## config.mk

```make
export PLATFORM = sky130hd
export DESIGN_NAME = core_local_timer_interruptor_core_flat
export DESIGN_NICKNAME = d
export VERILOG_FILES = /design/src/sv/clti_pkg.sv /design/src/sv/clti_in_if.sv /design/src/sv/clti_out_if.sv /design/src/sv/clti_decode.sv /design/src/sv/core_local_timer_interruptor_core.sv /design/src/flat_wrapper.sv
export SDC_FILE = /design/constraint.sdc
export NUM_CORES = 1
export LEC_CHECK = 0
export ABC_CLOCK_PERIOD_IN_PS = 4300
export BUFFER_PORTS_ARGS = -buffer_cell sky130_fd_sc_hd__buf_2
export CAP_MARGIN = 40
export CORE_UTILIZATION = 44
export DETAILED_ROUTE_END_ITERATION = 12
export PLACE_DENSITY = 0.63
export SETUP_SLACK_MARGIN = 0.5
export SYNTH_ARGS = -nofsm -noshare
export SYNTH_HDL_FRONTEND = slang
export SYNTH_HIERARCHICAL = 1
export SYNTH_SLANG_ARGS = --single-unit
```

## constraint.sdc

```tcl
create_clock -name clk -period 4.3 [get_ports clk]
set_input_delay 0.43 -clock clk [delete_from_list [all_inputs] [get_ports clk]]
set_output_delay 0.43 -clock clk [all_outputs]
set_load 0.01 [all_outputs]
```

## src/sv/clti_pkg.sv

```systemverilog
`timescale 1ns / 1ps
`default_nettype none
// ----------------------------------------------------------------------------
// clti_pkg: shared types and constants of the core-local timer interruptor
// Address map, item kind codes, the decode word passed from the decoder to
// the datapath, and byte-lane helpers.
// ----------------------------------------------------------------------------
package clti_pkg;

    // Item kind codes
    localparam logic [1:0] KIND_TICK  = 2'd0;
    localparam logic [1:0] KIND_READ  = 2'd1;
    localparam logic [1:0] KIND_WRITE = 2'd2;

    // Fixed hart count: one soft bit and one compare register
    localparam int HARTS = 1;

    // Region bases and sizes in bytes
    localparam logic [16:0] SOFT_BASE = 17'h0_0000;
    localparam logic [16:0] SOFT_SIZE = 17'(4 * HARTS);
    localparam logic [16:0] CMP_BASE  = 17'h0_4000;
    localparam logic [16:0] CMP_SIZE  = 17'(8 * HARTS);
    localparam logic [16:0] TIME_BASE = 17'h0_bff8;
    localparam logic [16:0] TIME_SIZE = 17'd8;

    // Decoded view of one word
    typedef struct packed {
        logic       is_tick;
        logic       is_rd;
        logic       is_wr;
        logic       sel_soft;
        logic       sel_cmp;
        logic       sel_time;
        logic       ok;
        logic [2:0] lane;
        logic [7:0] bytes_low;
        logic [7:0] byte_en;
    } clti_dec_t;

    // Expand a byte enable into a bit mask
    function automatic logic [63:0] expand_bytes(input logic [7:0] be);
        logic [63:0] m;
        for (int i = 0; i < 8; i++) begin
            m[i*8 +: 8] = {8{be[i]}};
        end
        return m;
    endfunction

endpackage
`default_nettype wire

```

## src/sv/clti_in_if.sv

```systemverilog
`timescale 1ns / 1ps
`default_nettype none
// ----------------------------------------------------------------------------
// clti_in_if: request channel
// Carries one tick, read or write word with a valid/ready handshake.
// ----------------------------------------------------------------------------
interface clti_in_if;
    logic        valid;
    logic        ready;
    logic [1:0]  kind;
    logic [15:0] offset;
    logic [3:0]  access_bytes;
    logic [63:0] write_value;
    logic [63:0] tick_amount;

    modport source (
        output valid, kind, offset, access_bytes, write_value, tick_amount,
        input  ready
    );
    modport sink (
        input  valid, kind, offset, access_bytes, write_value, tick_amount,
        output ready
    );
endinterface
`default_nettype wire

```

## src/sv/clti_out_if.sv

```systemverilog
`timescale 1ns / 1ps
`default_nettype none
// ----------------------------------------------------------------------------
// clti_out_if: response channel
// Carries read data, access status and the two interrupt levels.
// ----------------------------------------------------------------------------
interface clti_out_if;
    logic        valid;
    logic        ready;
    logic [63:0] read_value;
    logic        access_ok;
    logic        soft_irq;
    logic        timer_irq;

    modport source (
        output valid, read_value, access_ok, soft_irq, timer_irq,
        input  ready
    );
    modport sink (
        input  valid, read_value, access_ok, soft_irq, timer_irq,
        output ready
    );
endinterface
`default_nettype wire

```

## src/sv/clti_decode.sv

```systemverilog
`timescale 1ns / 1ps
`default_nettype none
// ----------------------------------------------------------------------------
// clti_decode: address and width decoder
// Classifies a word, checks that every touched byte lies inside one region
// and produces the byte-lane enables.
// ----------------------------------------------------------------------------
module clti_decode (
    input  wire logic [1:0]         kind,
    input  wire logic [15:0]        offset,
    input  wire logic [3:0]         access_bytes,
    output clti_pkg::clti_dec_t     dec
);
    import clti_pkg::*;

    logic        nb_ok;
    logic        access;
    logic [16:0] start_addr;
    logic [16:0] end_addr;
    logic        in_soft;
    logic        in_cmp;
    logic        in_time;
    logic [8:0]  low_wide;

    // Check width and region bounds
    always_comb
    begin
        nb_ok      = (access_bytes >= 4'd1) && (access_bytes <= 4'd8);
        start_addr = {1'b0, offset};
        end_addr   = start_addr + {13'd0, access_bytes};
        access     = ((kind == KIND_READ) || (kind == KIND_WRITE)) && nb_ok;
        // Soft region starts at the window base, so only the end is checked
        in_soft    = end_addr <= (SOFT_BASE + SOFT_SIZE);
        in_cmp     = (start_addr >= CMP_BASE) && (end_addr <= (CMP_BASE + CMP_SIZE));
        in_time    = (start_addr >= TIME_BASE) && (end_addr <= (TIME_BASE + TIME_SIZE));
        low_wide   = (9'd1 << access_bytes) - 9'd1;
    end

    // Assemble decode word
    always_comb
    begin
        dec.is_tick   = (kind == KIND_TICK);
        dec.is_rd     = (kind == KIND_READ);
        dec.is_wr     = (kind == KIND_WRITE);
        dec.sel_soft  = access && in_soft;
        dec.sel_cmp   = access && !in_soft && in_cmp;
        dec.sel_time  = access && !in_soft && !in_cmp && in_time;
        dec.ok        = dec.is_tick || dec.sel_soft || dec.sel_cmp || dec.sel_time;
        dec.lane      = offset[2:0];
        dec.bytes_low = low_wide[7:0];
        dec.byte_en   = low_wide[7:0] << offset[2:0];
    end

endmodule
`default_nettype wire

```

## src/sv/core_local_timer_interruptor_core.sv

```systemverilog
`timescale 1ns / 1ps
`default_nettype none
// ----------------------------------------------------------------------------
// core_local_timer_interruptor_core: single-hart timer and software interrupt
// Keeps the 64-bit time counter, the compare value and the soft bit.
// ----------------------------------------------------------------------------
// Each request word (tick, read or write) is captured in an input register.
// It advances once the output register is empty or its response is taken;
// it is then decoded and applied to the timer state, and its response lands
// in an output register. One word is taken every cycle while the response
// side keeps up. The cycle of work holds the decode, the byte-lane merge and
// the 64-bit tick add; timer_irq is the time >= compare check taken straight
// from the state registers, which stay put while a response waits. Soft bit
// sits at offset 0x0-0x3, compare at 0x4000-0x4007, time at 0xbff8-0xbfff;
// accesses of 1 to 8 bytes use little-endian byte lanes, and a miss answers
// access_ok 0 with read data 0. A soft-bit store sets the bit when the full
// 64-bit data is nonzero.
// ----------------------------------------------------------------------------
module core_local_timer_interruptor_core (
    input  wire logic   clk,
    input  wire logic   rst_n,
    clti_in_if.sink     req,
    clti_out_if.source  rsp
);
    import clti_pkg::*;

    // Input register
    logic        in_valid_reg;
    logic        in_valid_next;
    logic [1:0]  kind_reg;
    logic [15:0] offset_reg;
    logic [3:0]  bytes_reg;
    logic [63:0] wvalue_reg;
    logic [63:0] tick_reg;

    // Timer state
    logic [63:0] time_reg;
    logic [63:0] time_next;
    logic [63:0] cmp_reg;
    logic [63:0] cmp_next;
    logic        soft_reg;
    logic        soft_next;

    // Output register
    logic        out_valid_reg;
    logic        out_valid_next;
    logic [63:0] rdata_reg;
    logic [63:0] rdata_next;
    logic        ok_reg;

    clti_dec_t   dec;
    logic        advance;
    logic        accept;
    logic [5:0]  shamt;
    logic [63:0] src;
    logic [63:0] wmask;
    logic [63:0] merged;

    clti_decode u_decode (
        .kind         (kind_reg),
        .offset       (offset_reg),
        .access_bytes (bytes_reg),
        .dec          (dec)
    );

    // Handshake control
    always_comb
    begin
        advance        = in_valid_reg && (!out_valid_reg || rsp.ready);
        req.ready      = !in_valid_reg || advance;
        accept         = req.valid && req.ready;
        in_valid_next  = accept ? 1'b1 : (advance ? 1'b0 : in_valid_reg);
        out_valid_next = advance ? 1'b1 : ((rsp.ready) ? 1'b0 : out_valid_reg);
    end

    // Byte-lane merge and extract
    always_comb
    begin
        shamt  = {dec.lane, 3'b000};
        src    = dec.sel_cmp ? cmp_reg : time_reg;
        wmask  = expand_bytes(dec.byte_en);
        merged = (src & ~wmask) | ((wvalue_reg << shamt) & wmask);
    end

    // Next state and response
    always_comb
    begin
        time_next  = time_reg;
        cmp_next   = cmp_reg;
        soft_next  = soft_reg;
        rdata_next = 64'd0;
        if (dec.is_tick)
        begin
            time_next = time_reg + tick_reg;
        end
        else if (dec.is_wr)
        begin
            if (dec.sel_soft)
            begin
                soft_next = (wvalue_reg != 64'd0);
            end
            if (dec.sel_cmp)
            begin
                cmp_next = merged;
            end
            if (dec.sel_time)
            begin
                time_next = merged;
            end
        end
        else if (dec.is_rd)
        begin
            if (dec.sel_soft)
            begin
                rdata_next = {63'd0, soft_reg};
            end
            else if (dec.sel_cmp || dec.sel_time)
            begin
                rdata_next = (src >> shamt) & expand_bytes(dec.bytes_low);
            end
        end
    end

    // Hold control and timer state
    always_ff @(posedge clk or negedge rst_n)
    begin
        if (!rst_n)
        begin
            in_valid_reg  <= 1'b0;
            out_valid_reg <= 1'b0;
            time_reg      <= 64'd0;
            cmp_reg       <= 64'd0;
            soft_reg      <= 1'b0;
        end
        else
        begin
            in_valid_reg  <= in_valid_next;
            out_valid_reg <= out_valid_next;
            if (advance)
            begin
                time_reg <= time_next;
                cmp_reg  <= cmp_next;
                soft_reg <= soft_next;
            end
        end
    end

    // Capture request and response words
    always_ff @(posedge clk)
    begin
        if (accept)
        begin
            kind_reg   <= req.kind;
            offset_reg <= req.offset;
            bytes_reg  <= req.access_bytes;
            wvalue_reg <= req.write_value;
            tick_reg   <= req.tick_amount;
        end
        if (advance)
        begin
            rdata_reg <= rdata_next;
            ok_reg    <= dec.ok;
        end
    end

    assign rsp.valid      = out_valid_reg;
    assign rsp.read_value = rdata_reg;
    assign rsp.access_ok  = ok_reg;
    assign rsp.soft_irq   = soft_reg;
    assign rsp.timer_irq  = (time_reg >= cmp_reg);

    // Timer level in a fresh response matches the state it left behind
    a_timer_level: assert property (@(posedge clk) disable iff (!rst_n)
        advance |=> (rsp.timer_irq == (time_reg >= cmp_reg)))
        else $error("timer_irq does not match time and compare");

    // A miss leaves all timer state untouched
    a_miss_stable: assert property (@(posedge clk) disable iff (!rst_n)
        (advance && !dec.ok) |=> ($stable(time_reg) && $stable(cmp_reg) && $stable(soft_reg)))
        else $error("state changed on a missed access");

    // Only reads return data
    a_rdata_zero: assert property (@(posedge clk) disable iff (!rst_n)
        (advance && !dec.is_rd) |=> (rsp.read_value == 64'd0))
        else $error("nonzero read data on a non-read word");

    // A response held back keeps its slot until taken
    a_no_overrun: assert property (@(posedge clk) disable iff (!rst_n)
        (rsp.valid && !rsp.ready) |-> !advance)
        else $error("response overwritten while stalled");

endmodule
`default_nettype wire
```

## src/flat_wrapper.sv

```systemverilog
// flat-port wrapper written by rule: the top's interface ports become plain ports
module core_local_timer_interruptor_core_flat import clti_pkg::*;
  (clk, rst_n, req_valid, req_kind, req_offset, req_access_bytes, req_write_value, req_tick_amount, req_ready, rsp_valid, rsp_read_value, rsp_access_ok, rsp_soft_irq, rsp_timer_irq, rsp_ready);
  clti_in_if req_i ();
  clti_out_if rsp_i ();
  input  wire logic clk;
  input  wire logic rst_n;
  input wire logic [$bits(req_i.valid)-1:0] req_valid;
  input wire logic [$bits(req_i.kind)-1:0] req_kind;
  input wire logic [$bits(req_i.offset)-1:0] req_offset;
  input wire logic [$bits(req_i.access_bytes)-1:0] req_access_bytes;
  input wire logic [$bits(req_i.write_value)-1:0] req_write_value;
  input wire logic [$bits(req_i.tick_amount)-1:0] req_tick_amount;
  output wire logic [$bits(req_i.ready)-1:0] req_ready;
  output wire logic [$bits(rsp_i.valid)-1:0] rsp_valid;
  output wire logic [$bits(rsp_i.read_value)-1:0] rsp_read_value;
  output wire logic [$bits(rsp_i.access_ok)-1:0] rsp_access_ok;
  output wire logic [$bits(rsp_i.soft_irq)-1:0] rsp_soft_irq;
  output wire logic [$bits(rsp_i.timer_irq)-1:0] rsp_timer_irq;
  input wire logic [$bits(rsp_i.ready)-1:0] rsp_ready;
  assign req_i.valid = req_valid;
  assign req_i.kind = req_kind;
  assign req_i.offset = req_offset;
  assign req_i.access_bytes = req_access_bytes;
  assign req_i.write_value = req_write_value;
  assign req_i.tick_amount = req_tick_amount;
  assign req_ready = req_i.ready;
  assign rsp_valid = rsp_i.valid;
  assign rsp_read_value = rsp_i.read_value;
  assign rsp_access_ok = rsp_i.access_ok;
  assign rsp_soft_irq = rsp_i.soft_irq;
  assign rsp_timer_irq = rsp_i.timer_irq;
  assign rsp_i.ready = rsp_ready;
  core_local_timer_interruptor_core u_core (.clk(clk), .rst_n(rst_n), .req(req_i), .rsp(rsp_i));
endmodule
```

==> results.toml <==
[worst_setup_path]
critPathLaunchType = "flop"
critPathMaxFanout = 8
critical_path_required_ns = 4.58
cp-end-kind = "flop"
path_class = "reg2reg"
cp.arrival_ns = 4.29

[clocking]
cts-root-buf = "clkbuf_16"
cts_tree = "built"
cts_buffer_depth = 3
htreeDepth = 2
cts-buffers-inserted = 43
cts.clk_slew.worst_paths_ns = 0.06
cts.sinks = 346
clock_latency_ns = 0.60

[global_routing]
track_usage_pct = 31.4
grt_pass1_wl_mm = 126
antenna_found_initial = 2
grt_pass1_vias = 20300
grt.overflow.total = 0
grt_max_degree = 83

[synth]
synth_commonest_cells = "nor2_1, nand2_1, edfxtp_1, a21oi_1, o21ai_0"
ys_seq_area_share_pct = 42.3
syn_inst = 2363
synth_largest_area_cell = "edfxtp_1"
yosysMostFrequentCell = "nor2_1"
synth_enable_flop_cells = 215
synth_top_cells_by_area = "edfxtp_1, dfrtp_1, ha_1, mux2i_1, mux2_2"
ys_types = 100
yosys_warnings = 6
ys_ff_latch = 346
synth_top_area_share_pct = 28.1
syn-cell-area_um2 = 23000
synth-async-reset-ratio_pct = 37.9
synth_ff_type = "edfxtp_1"
synth.avg_cell_area_um2 = 9.74
syn_nets = 2654

[die]
die_y_um = 231
floorplan.initialDensity_pct = 44.7
rows = 83
core_area_um2 = 51500
die-width_um = 231
die_area_um2 = 53200
ioPinCount = 223

[layout]
multi_input_area_um2 = 13500
register_area_um2 = 9740
final_nets = 3009
instances_no_fill = 3434
fillers = 4430
drive_gt1_share_pct = 27.5
area_growth_pct = 28.2

[power_and_ir_drop]
powerDensity_nw_per_um2 = 542
ir_worst_vdd_uv = 373
comb_power_share_pct = 45.6
leakagePower_nw = 12.0
switching_share_pct = 40.9
intPower_mw = 9.45
p_sw_mw = 6.55
seq_power_share_pct = 29.4
clkPwrFrac_pct = 25.0

[status]
status = "complete, no violations"

[route]
via_per_inst = 6.02
drc = 0
drt_pass1_iterations = 6
first_iter_violations = 2178
vias = 20700
drt-total-wl_mm = 84.3
routedWlPerCell_um = 24.5
postRouteAntennaNets = 0

[sta]
setup_viol = 0
timing.final.crit_share_pct = 93.3
finalSetupTns_ns = 0
hold_viol = 0
skew_ns = 0.0271
slew_headroom_pct = 38.3
worst_pin_slew_ns = 0.922
finalMaxSlewViolations = 0
min_period_ns = 4.01
timing.fmax_mhz = 249
rsz0062_at_grt = "yes"

[placed_design]
port_buffers = 222
place_inst = 3206
hpwlAfterDp_mm = 62.2
routabilityCongestion = 1.03

[run]
drv_cap = 0

[hold_path]
hold_path_class = "in2reg"
==> worst max-delay path, cell delays in order (launching register included) <==
cell and delay [ns]:
edfxtp_1 0.39, ha_2 0.22, fa_2 0.37, a21o_4 0.23, or4_4 0.42, a311oi_4 0.37, o221ai_4 0.18, inv_4 0.11
buf_12 0.14, buf_12 0.11, buf_16 0.15, mux2i_4 0.30, nand2_1 0.18, o21ai_4 0.13, nor2_1 0.06, a211oi_1 0.25
a211oi_1 0.07
==> cells in the final DEF (no fill, tap or decap), types with 29 or more instances in the layout <==
| master | instances |
|---|---|
| nor2_1 | 222 |
| buf_2 | 221 |
| edfxtp_1 | 215 |
| nand2_1 | 209 |
| a21oi_1 | 182 |
| o21ai_0 | 149 |
| ha_1 | 130 |
| dfrtp_1 | 129 |
| dlygate4sd3_1 | 96 |
| buf_4 | 90 |
| inv_1 | 84 |
| mux2i_1 | 76 |
| mux2_2 | 75 |
| a21o_1 | 47 |
| clkbuf_16 | 46 |
| nand4_1 | 41 |
| mux2i_4 | 39 |
| a211oi_1 | 35 |
| xnor2_1 | 33 |
| o21ai_1 | 29 |
==> layout make-up <==
class	count	share of cell area [%]
sequential	346	33.0
timing repair buffer	450	12.0
clock buffer	50	3.88
antenna	1	0.00848
clock inverter	30	1.39
inverter	90	1.15
multi-input combinational	1787	45.7
tap	680	2.88
==> path summary, 6_finish.rpt <==
kind / cells after the start / to / start / slack [ns]
max in group asynchronous: 3 / u_core/time_reg[49] / rst_n / 3.06
min: 1 / u_core/tick_reg[28] / req_tick_amount[28] / 0.02
min in group asynchronous: 2 / u_core/rsp.soft_irq / rst_n / 0.34
min reg2reg: 1 / u_core/rsp.valid / u_core/in_valid_reg / 0.51
max: 16 / u_core/rsp.read_value[14] / u_core/offset_reg[0] / 0.29
max reg2reg: 16 / u_core/rsp.read_value[14] / u_core/offset_reg[0] / 0.29
==> power groups by stage <==
stage	sequential, mW	combinational [mW]	clock (mW)
6_report	4.71	7.29	4.01
3_5_place_dp	4.68	6.38	0
4_1_cts	4.66	6.83	4.08
2_1_floorplan	4.38	4.52	0
3_3_place_gp	4.69	6.26	0
5_1_grt	4.75	7.89	4.20
==> per-layer routing <==
layer / wire [µm] / global-route usage, %
met4: 4360 / 14.2
met5: 0 / 0
met2: 39900 / 52.0
met1: 34000 / 40.6
met3: 5970 / 4.58
==> stage by stage <==
step	setup slack, ns	hold slack [ns]	power [mW]	util, %	area, µm²
after CTS	0.295	0.000249	15.6	55.5	28600
after global placement	-0.0582	0.473	11.0	48.6	25000
after detailed placement	-0.0969	0.429	11.1	48.7	25100
after floorplan	0.503	0.134	8.90	-	23100
final	0.289	0.0247	16.0	57.3	29500
after global routing	0.169	0.0152	16.8	57.3	29500
==> timing repair <==
item	CTS	global route
hold buffers	96	0
buffers inserted	26	18
setup endpoints to repair	140	179
pin swaps	17	35
gates cloned	5	1
gates resized for setup	133	178
hold endpoints to repair	122	0
==> cells by family (layout without fill, tap and decap cells) <==
group | Yosys count | after routing | synth area share (%)
and+or+nand+nor | 664 | 664 | 13.4
muxes | 235 | 235 | 10.9
other | 0 | 1 | 0
buffers and inverters | 230 | 620 | 4.32
DFF | 346 | 346 | 42.3
xor gates and xnor gates | 53 | 53 | 2.02
AOI/OAI and AO/OA | 698 | 698 | 19.6
adders and majority gates | 137 | 137 | 7.51
(Power assumes the default switching activity.)
